### src/rtl/core/mbe_pkg.sv
// Shared types and constants for the multipart body extractor.
`default_nettype none

package mbe_pkg;

  localparam logic [7:0] CH_CR   = 8'h0D;
  localparam logic [7:0] CH_LF   = 8'h0A;
  localparam logic [7:0] CH_DASH = 8'h2D;

  // Boundary word registers present on the config port
  localparam int NUM_WORD_REGS = 6;

  // Result queue between parser and output stage (power of two)
  localparam int Q_DEPTH = 4;
  localparam int Q_AW    = $clog2(Q_DEPTH);
  localparam int Q_CW    = $clog2(Q_DEPTH + 1);

  typedef enum logic [2:0] {
    REG_BLEN   = 3'd0,
    REG_HLINES = 3'd1,
    REG_WORD0  = 3'd2,
    REG_WORD1  = 3'd3,
    REG_WORD2  = 3'd4,
    REG_WORD3  = 3'd5,
    REG_WORD4  = 3'd6,
    REG_WORD5  = 3'd7
  } cfg_reg_e;

  typedef enum logic [1:0] {
    KIND_BODY  = 2'd0,
    KIND_DONE  = 2'd1,
    KIND_ERROR = 2'd2
  } kind_e;

  typedef enum logic [1:0] {
    ERR_NONE      = 2'd0,
    ERR_NO_CRLF   = 2'd1,
    ERR_NO_BLANK  = 2'd2,
    ERR_EARLY_END = 2'd3
  } err_e;

  typedef enum logic [2:0] {
    PH_SEEK  = 3'd0,
    PH_CRLF  = 3'd1,
    PH_HEAD  = 3'd2,
    PH_BLANK = 3'd3,
    PH_BODY  = 3'd4,
    PH_TERM  = 3'd5
  } phase_e;

  typedef enum logic [1:0] {
    SQ_EVAL   = 2'd0,
    SQ_REPLAY = 2'd1,
    SQ_TAIL   = 2'd2,
    SQ_EOS    = 2'd3
  } seq_e;

  // One result op: body byte, completion or error (code in data[1:0])
  typedef struct packed {
    kind_e      kind;
    logic [7:0] data;
    logic       last;
  } op_t;

endpackage

`default_nettype wire

### src/rtl/core/multipart_body_extractor_unit.sv
// Multipart body extractor top level. Bytes of a multipart/form-data body
// enter through a queue-style port (push/full) and the file body comes out
// through another (empty/pop), one result transaction per byte of body plus
// a completion or error status. Set boundary_length, header_lines and the
// boundary words over the config port while the unit is idle. A byte that
// causes at most one result streams through at one byte per cycle while the
// result queue has room; one that causes more holds the input until all are
// issued, as the front end issues one result op per cycle into the queue
// while it has room. A terminator mismatch after k matched characters replays
// CR, LF and the k characters, then the breaking byte unless it is a CR,
// then any end-of-stream error. A four-entry result queue lets the input
// keep flowing while the consumer holds off pop. No clearing pass after reset.
`default_nettype none

module multipart_body_extractor_unit #(
  parameter int MAX_BOUNDARY = 48
) (
  input  logic        clk_i,
  input  logic        rst_ni,
  // config write port
  input  logic        cfg_we_i,
  input  logic [2:0]  cfg_idx_i,
  input  logic [63:0] cfg_wdata_i,
  // byte input
  input  logic        push,
  output logic        full,
  input  logic [7:0]  in_byte_i,
  input  logic        first_byte_i,
  input  logic        final_byte_i,
  // result output
  output logic        empty,
  input  logic        pop,
  output logic [1:0]  kind_o,
  output logic [7:0]  out_byte_o,
  output logic [1:0]  error_code_o,
  output logic        last_of_run_o
);
  import mbe_pkg::*;

  localparam int PW = $clog2(MAX_BOUNDARY + 5);

  logic [5:0]    blen;
  logic [2:0]    hlines;
  logic [PW-1:0] pat_addr;
  logic [7:0]    pat_char;
  op_t           op;
  logic          op_push;
  logic          q_rdy;

  // config registers, boundary lookup
  mbe_cfg #(
    .MAX_BOUNDARY (MAX_BOUNDARY)
  ) u_cfg (
    .clk_i       (clk_i),
    .rst_ni      (rst_ni),
    .cfg_we_i    (cfg_we_i),
    .cfg_idx_i   (cfg_idx_i),
    .cfg_wdata_i (cfg_wdata_i),
    .blen_o      (blen),
    .hlines_o    (hlines),
    .pat_addr_i  (pat_addr),
    .pat_char_o  (pat_char)
  );

  // parser: framing state plus op sequencing
  mbe_front #(
    .MAX_BOUNDARY (MAX_BOUNDARY)
  ) u_front (
    .clk_i        (clk_i),
    .rst_ni       (rst_ni),
    .push_i       (push),
    .in_byte_i    (in_byte_i),
    .first_byte_i (first_byte_i),
    .final_byte_i (final_byte_i),
    .full_o       (full),
    .blen_i       (blen),
    .hlines_i     (hlines),
    .pat_addr_o   (pat_addr),
    .pat_char_i   (pat_char),
    .op_o         (op),
    .op_push_o    (op_push),
    .q_rdy_i      (q_rdy)
  );

  // result queue and field formatting
  mbe_back u_back (
    .clk_i         (clk_i),
    .rst_ni        (rst_ni),
    .op_i          (op),
    .op_push_i     (op_push),
    .q_rdy_o       (q_rdy),
    .empty_o       (empty),
    .pop_i         (pop),
    .kind_o        (kind_o),
    .out_byte_o    (out_byte_o),
    .error_code_o  (error_code_o),
    .last_of_run_o (last_of_run_o)
  );

`ifndef ASSERT_OFF
  // the front end never writes into a full result queue
  a_no_overflow: assert property (@(posedge clk_i) disable iff (!rst_ni)
    op_push |-> q_rdy)
    else $error("result op pushed into full queue");

  // completion and error statuses always close the run of their byte
  a_status_last: assert property (@(posedge clk_i) disable iff (!rst_ni)
    (!empty && kind_o != KIND_BODY) |-> last_of_run_o)
    else $error("status result not marked last of run");

  // a status op leaves the parser with nothing more to say for that byte
  a_status_ends_item: assert property (@(posedge clk_i) disable iff (!rst_ni)
    (op_push && op.kind != KIND_BODY) |-> op.last)
    else $error("status op pushed with more ops pending");
`endif

endmodule

`default_nettype wire

### src/rtl/core/mbe_cfg.sv
// Configuration registers and boundary pattern lookup.
`default_nettype none

module mbe_cfg #(
  parameter int MAX_BOUNDARY = 48,
  localparam int PW = $clog2(MAX_BOUNDARY + 5)
) (
  input  logic          clk_i,
  input  logic          rst_ni,
  input  logic          cfg_we_i,
  input  logic [2:0]    cfg_idx_i,
  input  logic [63:0]   cfg_wdata_i,
  output logic [5:0]    blen_o,
  output logic [2:0]    hlines_o,
  input  logic [PW-1:0] pat_addr_i,
  output logic [7:0]    pat_char_o
);
  import mbe_pkg::*;

  localparam int WORDS = (MAX_BOUNDARY + 7) / 8;

  logic [5:0]          blen_q;
  logic [2:0]          hlines_q;
  logic [WORDS*64-1:0] bvec;
  logic [PW-1:0]       ci;
  logic [PW-1:0]       lim;

  always_ff @(posedge clk_i or negedge rst_ni) begin
    if (!rst_ni) begin
      blen_q   <= 6'd1;
      hlines_q <= 3'd2;
    end else if (cfg_we_i) begin
      if (cfg_idx_i == REG_BLEN) begin
        blen_q <= cfg_wdata_i[5:0];
      end
      if (cfg_idx_i == REG_HLINES) begin
        hlines_q <= cfg_wdata_i[2:0];
      end
    end
  end

  for (genvar w = 0; w < WORDS; w++) begin : g_word
    if (w < NUM_WORD_REGS) begin : g_reg
      logic [63:0] word_q;
      always_ff @(posedge clk_i or negedge rst_ni) begin
        if (!rst_ni) begin
          word_q <= '0;
        end else if (cfg_we_i && cfg_idx_i == 3'(int'(REG_WORD0) + w)) begin
          word_q <= cfg_wdata_i;
        end
      end
      assign bvec[w*64 +: 64] = word_q;
    end else begin : g_zero
      // no register index reaches these characters
      assign bvec[w*64 +: 64] = '0;
    end
  end

  // lengths above the supported maximum clamp to it
  assign blen_o   = ({1'b0, blen_q} > 7'(MAX_BOUNDARY)) ? 6'(MAX_BOUNDARY) : blen_q;
  assign hlines_o = hlines_q;

  // character p of "--" boundary "--"
  assign ci  = pat_addr_i - PW'(2);
  assign lim = PW'(blen_o) + PW'(2);

  always_comb begin
    if (pat_addr_i < PW'(2) || pat_addr_i >= lim) begin
      pat_char_o = CH_DASH;
    end else begin
      pat_char_o = bvec[{ci, 3'b000} +: 8];
    end
  end

endmodule

`default_nettype wire

### src/rtl/core/mbe_front.sv
// Parser front end: takes bytes, tracks the framing and issues result ops.
`default_nettype none

module mbe_front #(
  parameter int MAX_BOUNDARY = 48,
  localparam int PW = $clog2(MAX_BOUNDARY + 5)
) (
  input  logic           clk_i,
  input  logic           rst_ni,
  input  logic           push_i,
  input  logic [7:0]     in_byte_i,
  input  logic           first_byte_i,
  input  logic           final_byte_i,
  output logic           full_o,
  input  logic [5:0]     blen_i,
  input  logic [2:0]     hlines_i,
  output logic [PW-1:0]  pat_addr_o,
  input  logic [7:0]     pat_char_i,
  output mbe_pkg::op_t   op_o,
  output logic           op_push_o,
  input  logic           q_rdy_i
);
  import mbe_pkg::*;

  // held item
  logic       item_vld_q;
  logic [7:0] item_byte_q;
  logic       item_first_q;
  logic       item_final_q;

  // parser state
  phase_e        phase_q, phase_d;
  logic [PW-1:0] mc_q, mc_d;
  logic [2:0]    ls_q, ls_d;
  logic          pcr_q, pcr_d;
  logic          fin_q, fin_d;

  // op sequencer
  seq_e          seq_q, seq_d;
  logic [PW-1:0] rc_q, rc_d;
  logic [PW-1:0] rep_end_q, rep_end_d;
  logic          tail_q, tail_d;
  logic          eos_q, eos_d;

  // effective (post restart) state and handle() results
  phase_e        ph;
  logic [PW-1:0] mc;
  logic [2:0]    ls;
  logic          pcr;
  logic          fin;
  logic [PW-1:0] mc_inc;
  logic [2:0]    ls_inc;
  logic          m1;
  logic          m2;
  logic          hfin;
  logic          op0_vld;
  op_t           op0;
  logic          go_rep;
  logic          tail;
  logic          eos;
  err_e          fcode;

  logic          emit;
  logic          commit;
  logic          done;
  logic          last_rep;
  logic          accept;
  op_t           op;

  assign pat_addr_o = (seq_q == SQ_REPLAY) ? rc_q - PW'(2) :
                      (item_first_q ? '0 : mc_q);

  // single-byte parser step
  always_comb begin
    ph      = item_first_q ? PH_SEEK : phase_q;
    mc      = item_first_q ? '0 : mc_q;
    ls      = item_first_q ? '0 : ls_q;
    pcr     = item_first_q ? 1'b0 : pcr_q;
    fin     = item_first_q ? 1'b0 : fin_q;
    phase_d = ph;
    mc_d    = mc;
    ls_d    = ls;
    pcr_d   = pcr;
    fin_d   = fin;
    mc_inc  = mc + PW'(1);
    ls_inc  = ls + 3'd1;
    m1      = (item_byte_q == pat_char_i);
    m2      = 1'b0;
    hfin    = 1'b0;
    op0_vld = 1'b0;
    op0     = '{kind: KIND_BODY, data: item_byte_q, last: 1'b0};
    go_rep  = 1'b0;
    tail    = 1'b0;
    eos     = 1'b0;
    fcode   = (ph == PH_CRLF) ? ERR_NO_CRLF : ERR_NO_BLANK;

    if (!fin) begin
      case (ph)
        PH_SEEK: begin
          if (!m1 && mc != '0) begin
            // restart and retry the byte against the first dash
            m2     = (item_byte_q == CH_DASH);
            mc_inc = PW'(1);
          end else begin
            m2 = m1;
          end
          if (m2) begin
            if (mc_inc == PW'(blen_i) + PW'(2)) begin
              mc_d    = '0;
              pcr_d   = 1'b0;
              phase_d = PH_CRLF;
            end else begin
              mc_d = mc_inc;
            end
          end else begin
            mc_d = '0;
          end
        end
        PH_CRLF, PH_BLANK: begin
          if (!pcr) begin
            if (item_byte_q == CH_CR) begin
              pcr_d = 1'b1;
            end else begin
              hfin    = 1'b1;
              op0_vld = 1'b1;
              op0     = '{kind: KIND_ERROR, data: {6'b0, fcode}, last: 1'b0};
            end
          end else if (item_byte_q == CH_LF) begin
            pcr_d = 1'b0;
            if (ph == PH_BLANK) begin
              phase_d = PH_BODY;
            end else begin
              ls_d    = '0;
              phase_d = (hlines_i == 3'd0) ? PH_BLANK : PH_HEAD;
            end
          end else begin
            hfin    = 1'b1;
            op0_vld = 1'b1;
            op0     = '{kind: KIND_ERROR, data: {6'b0, fcode}, last: 1'b0};
          end
        end
        PH_HEAD: begin
          if (pcr && item_byte_q == CH_LF) begin
            pcr_d = 1'b0;
            ls_d  = ls_inc;
            if (ls_inc >= hlines_i) begin
              phase_d = PH_BLANK;
            end
          end else begin
            pcr_d = (item_byte_q == CH_CR);
          end
        end
        PH_BODY: begin
          if (pcr) begin
            pcr_d = 1'b0;
            if (item_byte_q == CH_LF) begin
              mc_d    = '0;
              phase_d = PH_TERM;
            end else begin
              // lone CR goes out, then the byte as a body byte
              op0_vld = 1'b1;
              op0     = '{kind: KIND_BODY, data: CH_CR, last: 1'b0};
              tail    = (item_byte_q != CH_CR);
              pcr_d   = (item_byte_q == CH_CR);
            end
          end else if (item_byte_q == CH_CR) begin
            pcr_d = 1'b1;
          end else begin
            op0_vld = 1'b1;
          end
        end
        PH_TERM: begin
          if (m1) begin
            mc_d = mc_inc;
            if (mc_inc == PW'(blen_i) + PW'(4)) begin
              hfin    = 1'b1;
              op0_vld = 1'b1;
              op0     = '{kind: KIND_DONE, data: 8'd0, last: 1'b0};
            end
          end else begin
            // replay CR LF and the matched characters, then the byte
            op0_vld = 1'b1;
            op0     = '{kind: KIND_BODY, data: CH_CR, last: 1'b0};
            go_rep  = 1'b1;
            mc_d    = '0;
            phase_d = PH_BODY;
            pcr_d   = (item_byte_q == CH_CR);
            tail    = (item_byte_q != CH_CR);
          end
        end
        default: begin
          phase_d = PH_SEEK;
        end
      endcase
      eos   = !hfin && item_final_q;
      fin_d = hfin || eos;
    end
  end

  // op sequencer: one op per cycle into the queue while it has room
  always_comb begin
    seq_d     = seq_q;
    rc_d      = rc_q;
    rep_end_d = rep_end_q;
    tail_d    = tail_q;
    eos_d     = eos_q;
    emit      = 1'b0;
    commit    = 1'b0;
    done      = 1'b0;
    last_rep  = (rc_q == rep_end_q + PW'(1));
    op        = op0;

    case (seq_q)
      SQ_EVAL: begin
        if (op0_vld) begin
          emit    = 1'b1;
          op.last = !(go_rep || tail || eos);
        end else if (eos) begin
          emit = 1'b1;
          op   = '{kind: KIND_ERROR, data: {6'b0, ERR_EARLY_END}, last: 1'b1};
        end
        if (item_vld_q && (!emit || q_rdy_i)) begin
          commit    = 1'b1;
          rc_d      = PW'(1);
          rep_end_d = mc;
          tail_d    = tail;
          eos_d     = eos;
          if (go_rep) begin
            seq_d = SQ_REPLAY;
          end else if (op0_vld && tail) begin
            seq_d = SQ_TAIL;
          end else if (op0_vld && eos) begin
            seq_d = SQ_EOS;
          end else begin
            done = 1'b1;
          end
        end
      end
      SQ_REPLAY: begin
        emit = 1'b1;
        op   = '{kind: KIND_BODY,
                 data: (rc_q == PW'(1)) ? CH_LF : pat_char_i,
                 last: last_rep && !tail_q && !eos_q};
        if (q_rdy_i) begin
          if (last_rep) begin
            if (tail_q) begin
              seq_d = SQ_TAIL;
            end else if (eos_q) begin
              seq_d = SQ_EOS;
            end else begin
              seq_d = SQ_EVAL;
              done  = 1'b1;
            end
          end else begin
            rc_d = rc_q + PW'(1);
          end
        end
      end
      SQ_TAIL: begin
        emit = 1'b1;
        op   = '{kind: KIND_BODY, data: item_byte_q, last: !eos_q};
        if (q_rdy_i) begin
          if (eos_q) begin
            seq_d = SQ_EOS;
          end else begin
            seq_d = SQ_EVAL;
            done  = 1'b1;
          end
        end
      end
      SQ_EOS: begin
        emit = 1'b1;
        op   = '{kind: KIND_ERROR, data: {6'b0, ERR_EARLY_END}, last: 1'b1};
        if (q_rdy_i) begin
          seq_d = SQ_EVAL;
          done  = 1'b1;
        end
      end
      default: begin
        seq_d = SQ_EVAL;
      end
    endcase
  end

  assign full_o    = item_vld_q && !done;
  assign accept    = push_i && !full_o;
  assign op_o      = op;
  assign op_push_o = item_vld_q && emit && q_rdy_i;

  always_ff @(posedge clk_i or negedge rst_ni) begin
    if (!rst_ni) begin
      item_vld_q <= 1'b0;
      seq_q      <= SQ_EVAL;
      phase_q    <= PH_SEEK;
      mc_q       <= '0;
      ls_q       <= '0;
      pcr_q      <= 1'b0;
      fin_q      <= 1'b0;
      rc_q       <= '0;
      rep_end_q  <= '0;
      tail_q     <= 1'b0;
      eos_q      <= 1'b0;
    end else begin
      if (accept) begin
        item_vld_q <= 1'b1;
      end else if (done) begin
        item_vld_q <= 1'b0;
      end
      seq_q     <= seq_d;
      rc_q      <= rc_d;
      rep_end_q <= rep_end_d;
      tail_q    <= tail_d;
      eos_q     <= eos_d;
      if (commit) begin
        phase_q <= phase_d;
        mc_q    <= mc_d;
        ls_q    <= ls_d;
        pcr_q   <= pcr_d;
        fin_q   <= fin_d;
      end
    end
  end

  always_ff @(posedge clk_i) begin
    if (accept) begin
      item_byte_q  <= in_byte_i;
      item_first_q <= first_byte_i;
      item_final_q <= final_byte_i;
    end
  end

endmodule

`default_nettype wire

### src/rtl/core/mbe_back.sv
// Result queue and output formatting.
`default_nettype none

module mbe_back (
  input  logic         clk_i,
  input  logic         rst_ni,
  input  mbe_pkg::op_t op_i,
  input  logic         op_push_i,
  output logic         q_rdy_o,
  output logic         empty_o,
  input  logic         pop_i,
  output logic [1:0]   kind_o,
  output logic [7:0]   out_byte_o,
  output logic [1:0]   error_code_o,
  output logic         last_of_run_o
);
  import mbe_pkg::*;

  op_t             q_mem [Q_DEPTH];
  logic [Q_AW-1:0] wr_q;
  logic [Q_AW-1:0] rd_q;
  logic [Q_CW-1:0] cnt_q;
  logic            pop_ok;
  op_t             head;

  assign q_rdy_o = (cnt_q != Q_CW'(Q_DEPTH));
  assign empty_o = (cnt_q == '0);
  assign pop_ok  = pop_i && !empty_o;

  always_ff @(posedge clk_i or negedge rst_ni) begin
    if (!rst_ni) begin
      wr_q  <= '0;
      rd_q  <= '0;
      cnt_q <= '0;
    end else begin
      if (op_push_i) begin
        wr_q <= wr_q + Q_AW'(1);
      end
      if (pop_ok) begin
        rd_q <= rd_q + Q_AW'(1);
      end
      cnt_q <= cnt_q + Q_CW'(op_push_i) - Q_CW'(pop_ok);
    end
  end

  always_ff @(posedge clk_i) begin
    if (op_push_i) begin
      q_mem[wr_q] <= op_i;
    end
  end

  assign head          = q_mem[rd_q];
  assign kind_o        = head.kind;
  assign out_byte_o    = (head.kind == KIND_BODY) ? head.data : 8'd0;
  assign error_code_o  = (head.kind == KIND_ERROR) ? head.data[1:0] : ERR_NONE;
  assign last_of_run_o = head.last;

endmodule

`default_nettype wire

### config.mk
export PLATFORM = sky130hd
export DESIGN_NAME = multipart_body_extractor_unit
export DESIGN_NICKNAME = d
export VERILOG_FILES = /design/src/rtl/core/mbe_pkg.sv /design/src/rtl/core/multipart_body_extractor_unit.sv /design/src/rtl/core/mbe_cfg.sv /design/src/rtl/core/mbe_front.sv /design/src/rtl/core/mbe_back.sv
export SDC_FILE = /design/constraint.sdc
export NUM_CORES = 1
export LEC_CHECK = 0
export BUFFER_PORTS_ARGS = -buffer_cell sky130_fd_sc_hd__buf_2
export CORE_MARGIN = 5
export CORE_UTILIZATION = 40
export CTS_BUF_LIST = sky130_fd_sc_hd__clkbuf_4 sky130_fd_sc_hd__clkbuf_8
export CTS_CLUSTER_DIAMETER = 120
export DETAILED_ROUTE_END_ITERATION = 7
export SETUP_SLACK_MARGIN = 0.2
export SLEW_MARGIN = 20
export SYNTH_ARGS = -nofsm -noshare
export SYNTH_HDL_FRONTEND = slang
export SYNTH_SLANG_ARGS = --single-unit
### constraint.sdc
create_clock -name clk_i -period 7.53 [get_ports clk_i]
set_input_delay 0.753 -clock clk_i [delete_from_list [all_inputs] [get_ports clk_i]]
set_output_delay 0.753 -clock clk_i [all_outputs]
set_load 0.01 [all_outputs]
==> metrics.md, run 1 <==
| Metric | Value |
|---|---|
| Full die area | 66460 um2 |
| Fillers | 5529 |
| Ports | 97 |
| Status | completed |
| Fin. Hold Viols | 0 |
| # rows | 90 |
| CP arrival | 6.37 ns |
| Vias in the first global route | 17543 |
| Mapped cell area | 24560 um2 |
| Gate Count Post-Synth | 1961 |
| Initial antenna violation count | 2 |
| Drt first-iter violations | 1618 |
| Ys async rst share | 88.87% |
| R2r setup slk | 0.98 ns |
| # clock sinks | 485 |
| Worst slew pin tran | 1.060 ns |
| Setup crit end | full |
| Most frequent cells in the layout | dfrtp_1, mux2_2, clkbuf_8 |
| HP Class | in2async |
| Total GRT Usage | 20.32% |
| Clock Pin Slew Worst Setup and Hold Paths | 0.06 ns |
| Most common cell after layout, fill and taps aside | dfrtp_1 |
| Critical path type | reg2out |
| Mapped Nets | 2072 |
| Fin crit period | 7.123 ns |
| CTS tree | done |
| CP Data Required Time | 6.78 ns |
| Pre-antenna DRT Iters | 5 |
| Pwr/cell area | 267.8 nW/um2 |
| Chip Width | 257.8 um |
| Layout area overhead | 12.97% |
| Fmax | 0.1404 GHz |
| Fin nets | 2163 |
| Critical Path Source | u_front.seq_q[1]$_DFFE_PN0P_ |
| First-pass GRT wire length | 106400 um |
| Syn Area/Cell | 12.52 um2 |
| Worst-path maximum fanout | 15 |
| Final Hold Slack | 0.1750 ns |
| Setup crit end kind | output pin |
| Number of library cell types mapped by synthesis | 96 |
| Register area share after synthesis | 50.52% |
| H-tree depth | 3 |
| Relative slew slack | 29.31% |
| Worst clock skew on the final layout | 0.03858 ns |
| Post-DR vias/cell | 5.953 |
| RSZ-0062 raised after global routing | no |
| Final WL | 68780 um |
| Routability congestion estimate | 0.8840 |
| Layout cells sized above 1 | 37.19% |
| DRC | 0 |
| Setup TNS | 0 ns |
| CTS buffer count | 85 |
| Clock latency on the worst-skew pair | 0.69 ns |
| Number of synthesized register bits | 485 |
| Period utilization | 94.60% |
| Starting Density | 40.54% |
| Die Height | 257.8 um |
| P_leak | 11.30 nW |
| Top FF cell, synth | dfrtp_1 |
| Yosys warns | 0 |
| CP startpoint kind | flip-flop |
| PortBufs | 96 |
| Root buf cell | clkbuf_8 |
| R2R cell count | 27 |
| Detailed Place HPWL | 44970 um |
| Grt total ovfl | 0 |
| Slew Limit Fails | 0 |
| Core footprint | 60580 um2 |
| Maximum capacitance violations | 0 |
| Pin count of the biggest net entering global routing | 149 |
| RR Startpoint | u_front.seq_q[1]$_DFFE_PN0P_ |
| Final ANT Viol Nets | 0 |
| Setup Viol. Count Final | 0 |
| VDD IR max | 0.1096 mV |
| Reg2reg end | u_back.cnt_q[2]$_DFF_PN0_ |
| Post-synth EDFFs | 54 |
| Wire per inst | 23.69 um |
| Vias | 17283 |
| Clock Tree Buf Depth | 3 |
[state kept, by name (all words and copies together), names as in the netlist, 2 cells and up]
name / flops
u_cfg.g_word.g_reg.word_q: 384
u_back.q_mem: 44
u_front.item_byte_q: 8
u_cfg.blen_q: 6
u_front.mc_q: 6
u_front.rc_q: 6
u_front.rep_end_q: 6
u_back.cnt_q: 3
u_cfg.hlines_o: 3
u_front.ls_q: 3
u_front.phase_q: 3
u_back.rd_q: 2
u_back.wr_q: 2
u_front.seq_q: 2
[worst max-delay path: stages, from the launching register on]
cell	delay, ns
dfrtp_1	0.37
inv_1	0.09
ha_2	0.26
or3b_2	0.51
nand2_4	0.10
inv_1	0.05
ha_1	0.28
or4b_1	0.54
o221ai_1	0.31
nor3_2	0.11
buf_4	0.28
a22oi_1	0.34
a31oi_1	0.22
a2111oi_4	0.47
xor2_1	0.15
and4_1	0.29
and3_1	0.19
or3_1	0.39
and2_1	0.18
a31oi_1	0.34
buf_2	0.21
[synthesized netlist by cell type (33+ instances only)]
cell type  number  share of area (%)
and3_1         37               0.94
mux4_2         50                4.6
edfxtp_1       54                6.6
nor2_1         40               0.61
clkbuf_1       94                1.4
inv_1          33               0.50
nand3_1        55                1.1
a211oi_1       41                1.3
mux2_2        396                 18
o21ai_0        69                1.4
dfrtp_1       429                 44
a21oi_1        54                1.1
nand2_1        86                1.3
mux2i_1        38                1.5
[where the power goes]
part | total, mW | switching, mW | internal [mW]
Clock | 2.57 | 1.11 | 1.47
Sequential | 3.50 | 0.323 | 3.17
Combinational | 1.36 | 0.620 | 0.742
[cell type report]
cell class	count	area [um2]	area share (%)
diodes	2	5.005	0.01804
flip-flops and latches	485	12410	44.72
repair buffers	143	892.1	3.215
well taps	782	978.4	3.526
clock buffers	143	1755	6.327
multi-input cells	1301	11490	41.41
inverters	36	141.4	0.5096
clock inverters	11	75.07	0.2706
[cell families after synthesis]
group,count (synthesis),share of synthesized area (%)
multiplexers,484,24.29
XOR/XNOR,34,1.243
flip-flops,485,50.52
AND/OR/NAND/NOR,370,8.064
AO/OA/AOI/OAI,383,11.20
adder cells (fa/ha/maj),30,1.549
buffers and inverters,175,3.128
[worst min path at each step]
stage | from | endpoint | slack [ns] | cells after the start
detailed placement | u_cfg.g_word[3].g_reg.word_q[24]$_DFFE_PN0P_ | u_cfg.g_word[3].g_reg.word_q[24]$_DFFE_PN0P_ | 0.49 | 1
CTS | rst_ni | u_front.phase_q[2]$_DFFE_PN0P_ | 0.17 | 1
floorplan | rst_ni | u_back.cnt_q[0]$_DFF_PN0_ | 0.46 | 0
global placement | u_front.ls_q[1]$_DFFE_PN0P_ | u_front.ls_q[1]$_DFFE_PN0P_ | 0.47 | 1
global route | in_byte_i[2] | u_front.item_byte_q[2]$_DFFE_PP_ | 0.21 | 1
finish | rst_ni | u_cfg.g_word[1].g_reg.word_q[7]$_DFFE_PN0P_ | 0.17 | 1
[metrics by stage]
stage                     power [mW]  setup WS [ns]  util [%]  cell area (um2)  cells
after floorplan                4.424          1.093         -            24560   1961
after global placement         4.834         0.6720     42.56            25780   2741
after detailed placement       4.898         0.5712     42.56            25780   2741
after CTS                      7.499         0.2021     45.62            27640   2897
after global routing           7.805         0.1486     45.79            27740   2901
final                          7.429         0.4066     45.80            27750   2903
[layer usage]
metal  up-vias  share of wire (%)  GRT usage [%]
li1       7628                  -              -
met1      8962                 44          27.84
met2       554                 47          32.57
met3       137                6.1          4.621
met4         2                2.8          6.126
met5         -              0.019              0
[timing repair]
item	CTS	global route
pin swaps	1	1
hold buffers	0	0
gates resized for setup	3	12
setup endpoints to repair	1	1
buffers inserted	2	4
(Power assumes the default switching activity.)
==> inputs of run 2 (changes only) <==
--- a/config.mk
+++ b/config.mk
@@ -6,11 +6,13 @@
 export NUM_CORES = 1
 export LEC_CHECK = 0
 export BUFFER_PORTS_ARGS = -buffer_cell sky130_fd_sc_hd__buf_2
+export CAP_MARGIN = 5
 export CORE_MARGIN = 5
-export CORE_UTILIZATION = 40
+export CORE_UTILIZATION = 60
 export CTS_BUF_LIST = sky130_fd_sc_hd__clkbuf_4 sky130_fd_sc_hd__clkbuf_8
 export CTS_CLUSTER_DIAMETER = 120
 export DETAILED_ROUTE_END_ITERATION = 7
+export PLACE_DENSITY = 0.78
 export SETUP_SLACK_MARGIN = 0.2
 export SLEW_MARGIN = 20
 export SYNTH_ARGS = -nofsm -noshare
==> metrics.md, run 2 (synthesis results as in run 1) <==
| Metric | Value |
|---|---|
| Status | completed |
| Fin nets | 2158 |
| Post-DR vias/cell | 6.640 |
| Fin crit period | 7.095 ns |
| Relative slew slack | 28.10% |
| Most common cell after layout, fill and taps aside | dfrtp_1 |
| Final WL | 65360 um |
| CP Data Required Time | 6.78 ns |
| Initial antenna violation count | 3 |
| Total Power | 7.266 mW |
| Clock Tree Buf Depth | 3 |
| # clock sinks | 485 |
| Vias | 17491 |
| Worst clock skew on the final layout | 0.03058 ns |
| Total GRT Usage | 29.41% |
| DRC | 0 |
| # rows | 74 |
| Starting Density | 60.43% |
| CTS tree | done |
| RR Startpoint | u_front.seq_q[1]$_DFFE_PN0P_ |
| Worst-path maximum fanout | 15 |
| Pre-antenna DRT Iters | 5 |
| CTS buffer count | 81 |
| Setup crit end kind | output pin |
| Crit-path cells | inv_1 -> ha_1 -> or3b_2 -> nand2_4 -> inv_1 -> ha_1 -> nand2b_1 -> o221ai_1 -> nor2_4 -> buf_4 -> a2111oi_0 -> o41a_1 -> nor4_1 -> a2111oi_0 -> and4_1 -> and3_1 -> or3_1 -> and2_1 -> a31oi_1 -> buf_2 |
| Worst slew pin tran | 1.079 ns |
| Maximum capacitance violations | 0 |
| Grt total ovfl | 0 |
| Routability congestion estimate | 0.9992 |
| Register with the highest flop count | u_cfg.g_word.g_reg.word_q |
| Chip Width | 212.3 um |
| Pin count of the biggest net entering global routing | 180 |
| Wire per inst | 24.81 um |
| Ports | 97 |
| Clock Pin Slew Worst Setup and Hold Paths | 0.07 ns |
| Clock latency on the worst-skew pair | 0.67 ns |
| Layout cells sized above 1 | 36.43% |
| Pwr/cell area | 266.9 nW/um2 |
| Core Util, Final | 66.97% |
| Fmax | 0.1409 GHz |
| H-tree depth | 3 |
| Final ANT Viol Nets | 0 |
| Critical path type | reg2out |
| Most frequent cells in the layout | dfrtp_1, mux2_2, clkbuf_8 |
| CP arrival | 6.34 ns |
| Vias in the first global route | 18222 |
| Core footprint | 40650 um2 |
| Slowest Stage Delay on Critical Path | 0.63 ns |
| RSZ-0062 raised after global routing | no |
| Setup TNS | 0 ns |
| Setup Viol. Count Final | 0 |
| CP max stage cell | nor4_1 |
| PortBufs | 96 |
| Period utilization | 94.23% |
| Layout area overhead | 10.83% |
| HP Class | in2async |
| Regs by FF count | u_cfg.g_word.g_reg.word_q x384, u_back.q_mem x44, u_front.item_byte_q x8 |
| R2r setup slk | 1.01 ns |
| R2R cell count | 27 |
| Die Height | 212.3 um |
| Detailed Place HPWL | 42300 um |
| Reg2reg end | u_back.cnt_q[2]$_DFF_PN0_ |
| Root buf cell | clkbuf_8 |
| P_leak | 11.20 nW |
| Fin. Hold Viols | 0 |
| Full die area | 45080 um2 |
| VDD IR max | 0.2026 mV |
| Slew Limit Fails | 0 |
| First-pass GRT wire length | 104100 um |
| Number of flip-flops in the largest register | 384 |
| CP startpoint kind | flip-flop |
| Drt first-iter violations | 1752 |
## run 2: changes by cell type in the layout (fill, tap and decap cells not counted), moves of 2 or more
| cell | delta |
|---|---|
| clkbuf_8 | -11 |
| clkbuf_4 | -2 |
| clkinv_2 | -4 |
| clkinvlp_4 | -3 |
## run 2: worst max-delay path by stage
stage                           endpoint  cells past startpoint  slack, ns                          from
5_1_grt                             full                     20       0.23  u_front.seq_q[1]$_DFFE_PN0P_
3_3_place_gp   u_back.cnt_q[2]$_DFF_PN0_                     26       1.10  u_front.seq_q[1]$_DFFE_PN0P_
6_report                            full                     20       0.43  u_front.seq_q[1]$_DFFE_PN0P_
4_1_cts                             full                     19       0.26  u_front.seq_q[1]$_DFFE_PN0P_
2_1_floorplan  u_back.cnt_q[2]$_DFF_PN0_                     31       1.09  u_front.seq_q[1]$_DFFE_PN0P_
3_5_place_dp   u_back.cnt_q[2]$_DFF_PN0_                     26       0.78  u_front.seq_q[1]$_DFFE_PN0P_
## run 2: critical path: cells and delay by family, from the launching register on
kind / cells / cell delay [ns]
and+or+nand+nor: 9 / 2.92
AOI/OAI and AO/OA: 5 / 1.27
buffers and inverters: 4 / 0.60
adders and majority gates: 2 / 0.54
DFF: 1 / 0.38
## run 2: routing by layer
metal | GRT usage [%] | routed length (um)
met5 | 0 | 13
met1 | 39.96 | 27220
met2 | 46.58 | 30790
met4 | 12.45 | 2713
met3 | 6.242 | 4620
## run 2: per-stage QoR
step	setup slack (ns)	cells	cell area (um2)	hold slack [ns]
after floorplan	1.093	1961	24560	0.4574
after global placement	1.096	2493	25500	0.4707
after detailed placement	0.7819	2493	25500	0.4758
after CTS	0.2576	2629	27150	0.1471
after global routing	0.2270	2633	27220	0.1957
final	0.4346	2634	27220	0.1475
## run 2: layout make-up
type | instances | area, um2
multi-input cells | 1301 | 11470
diodes | 2 | 5.005
well taps | 532 | 665.6
flip-flops and latches | 485 | 12410
fillers | 2914 | 13430
inverters | 36 | 137.6
clock inverters | 6 | 56.30
repair buffers | 142 | 885.9
clock buffers | 130 | 1589
## run 2: timing repair
action,4_1_cts,5_1_grt
gates cloned,0,0
gates resized for setup,1,4
hold buffers,0,0
pin swaps,0,1
setup buffers,0,3
endpoints found under the setup margin,1,1
## run 2: report_power, final
| group | switching (mW) | internal (mW) | leakage (nW) |
|---|---|---|---|
| registers | 0.320 | 3.17 | 5.72 |
| logic | 0.647 | 0.745 | 4.60 |
| clock network | 1.05 | 1.33 | 0.882 |
| total | 2.02 | 5.25 | 11.2 |
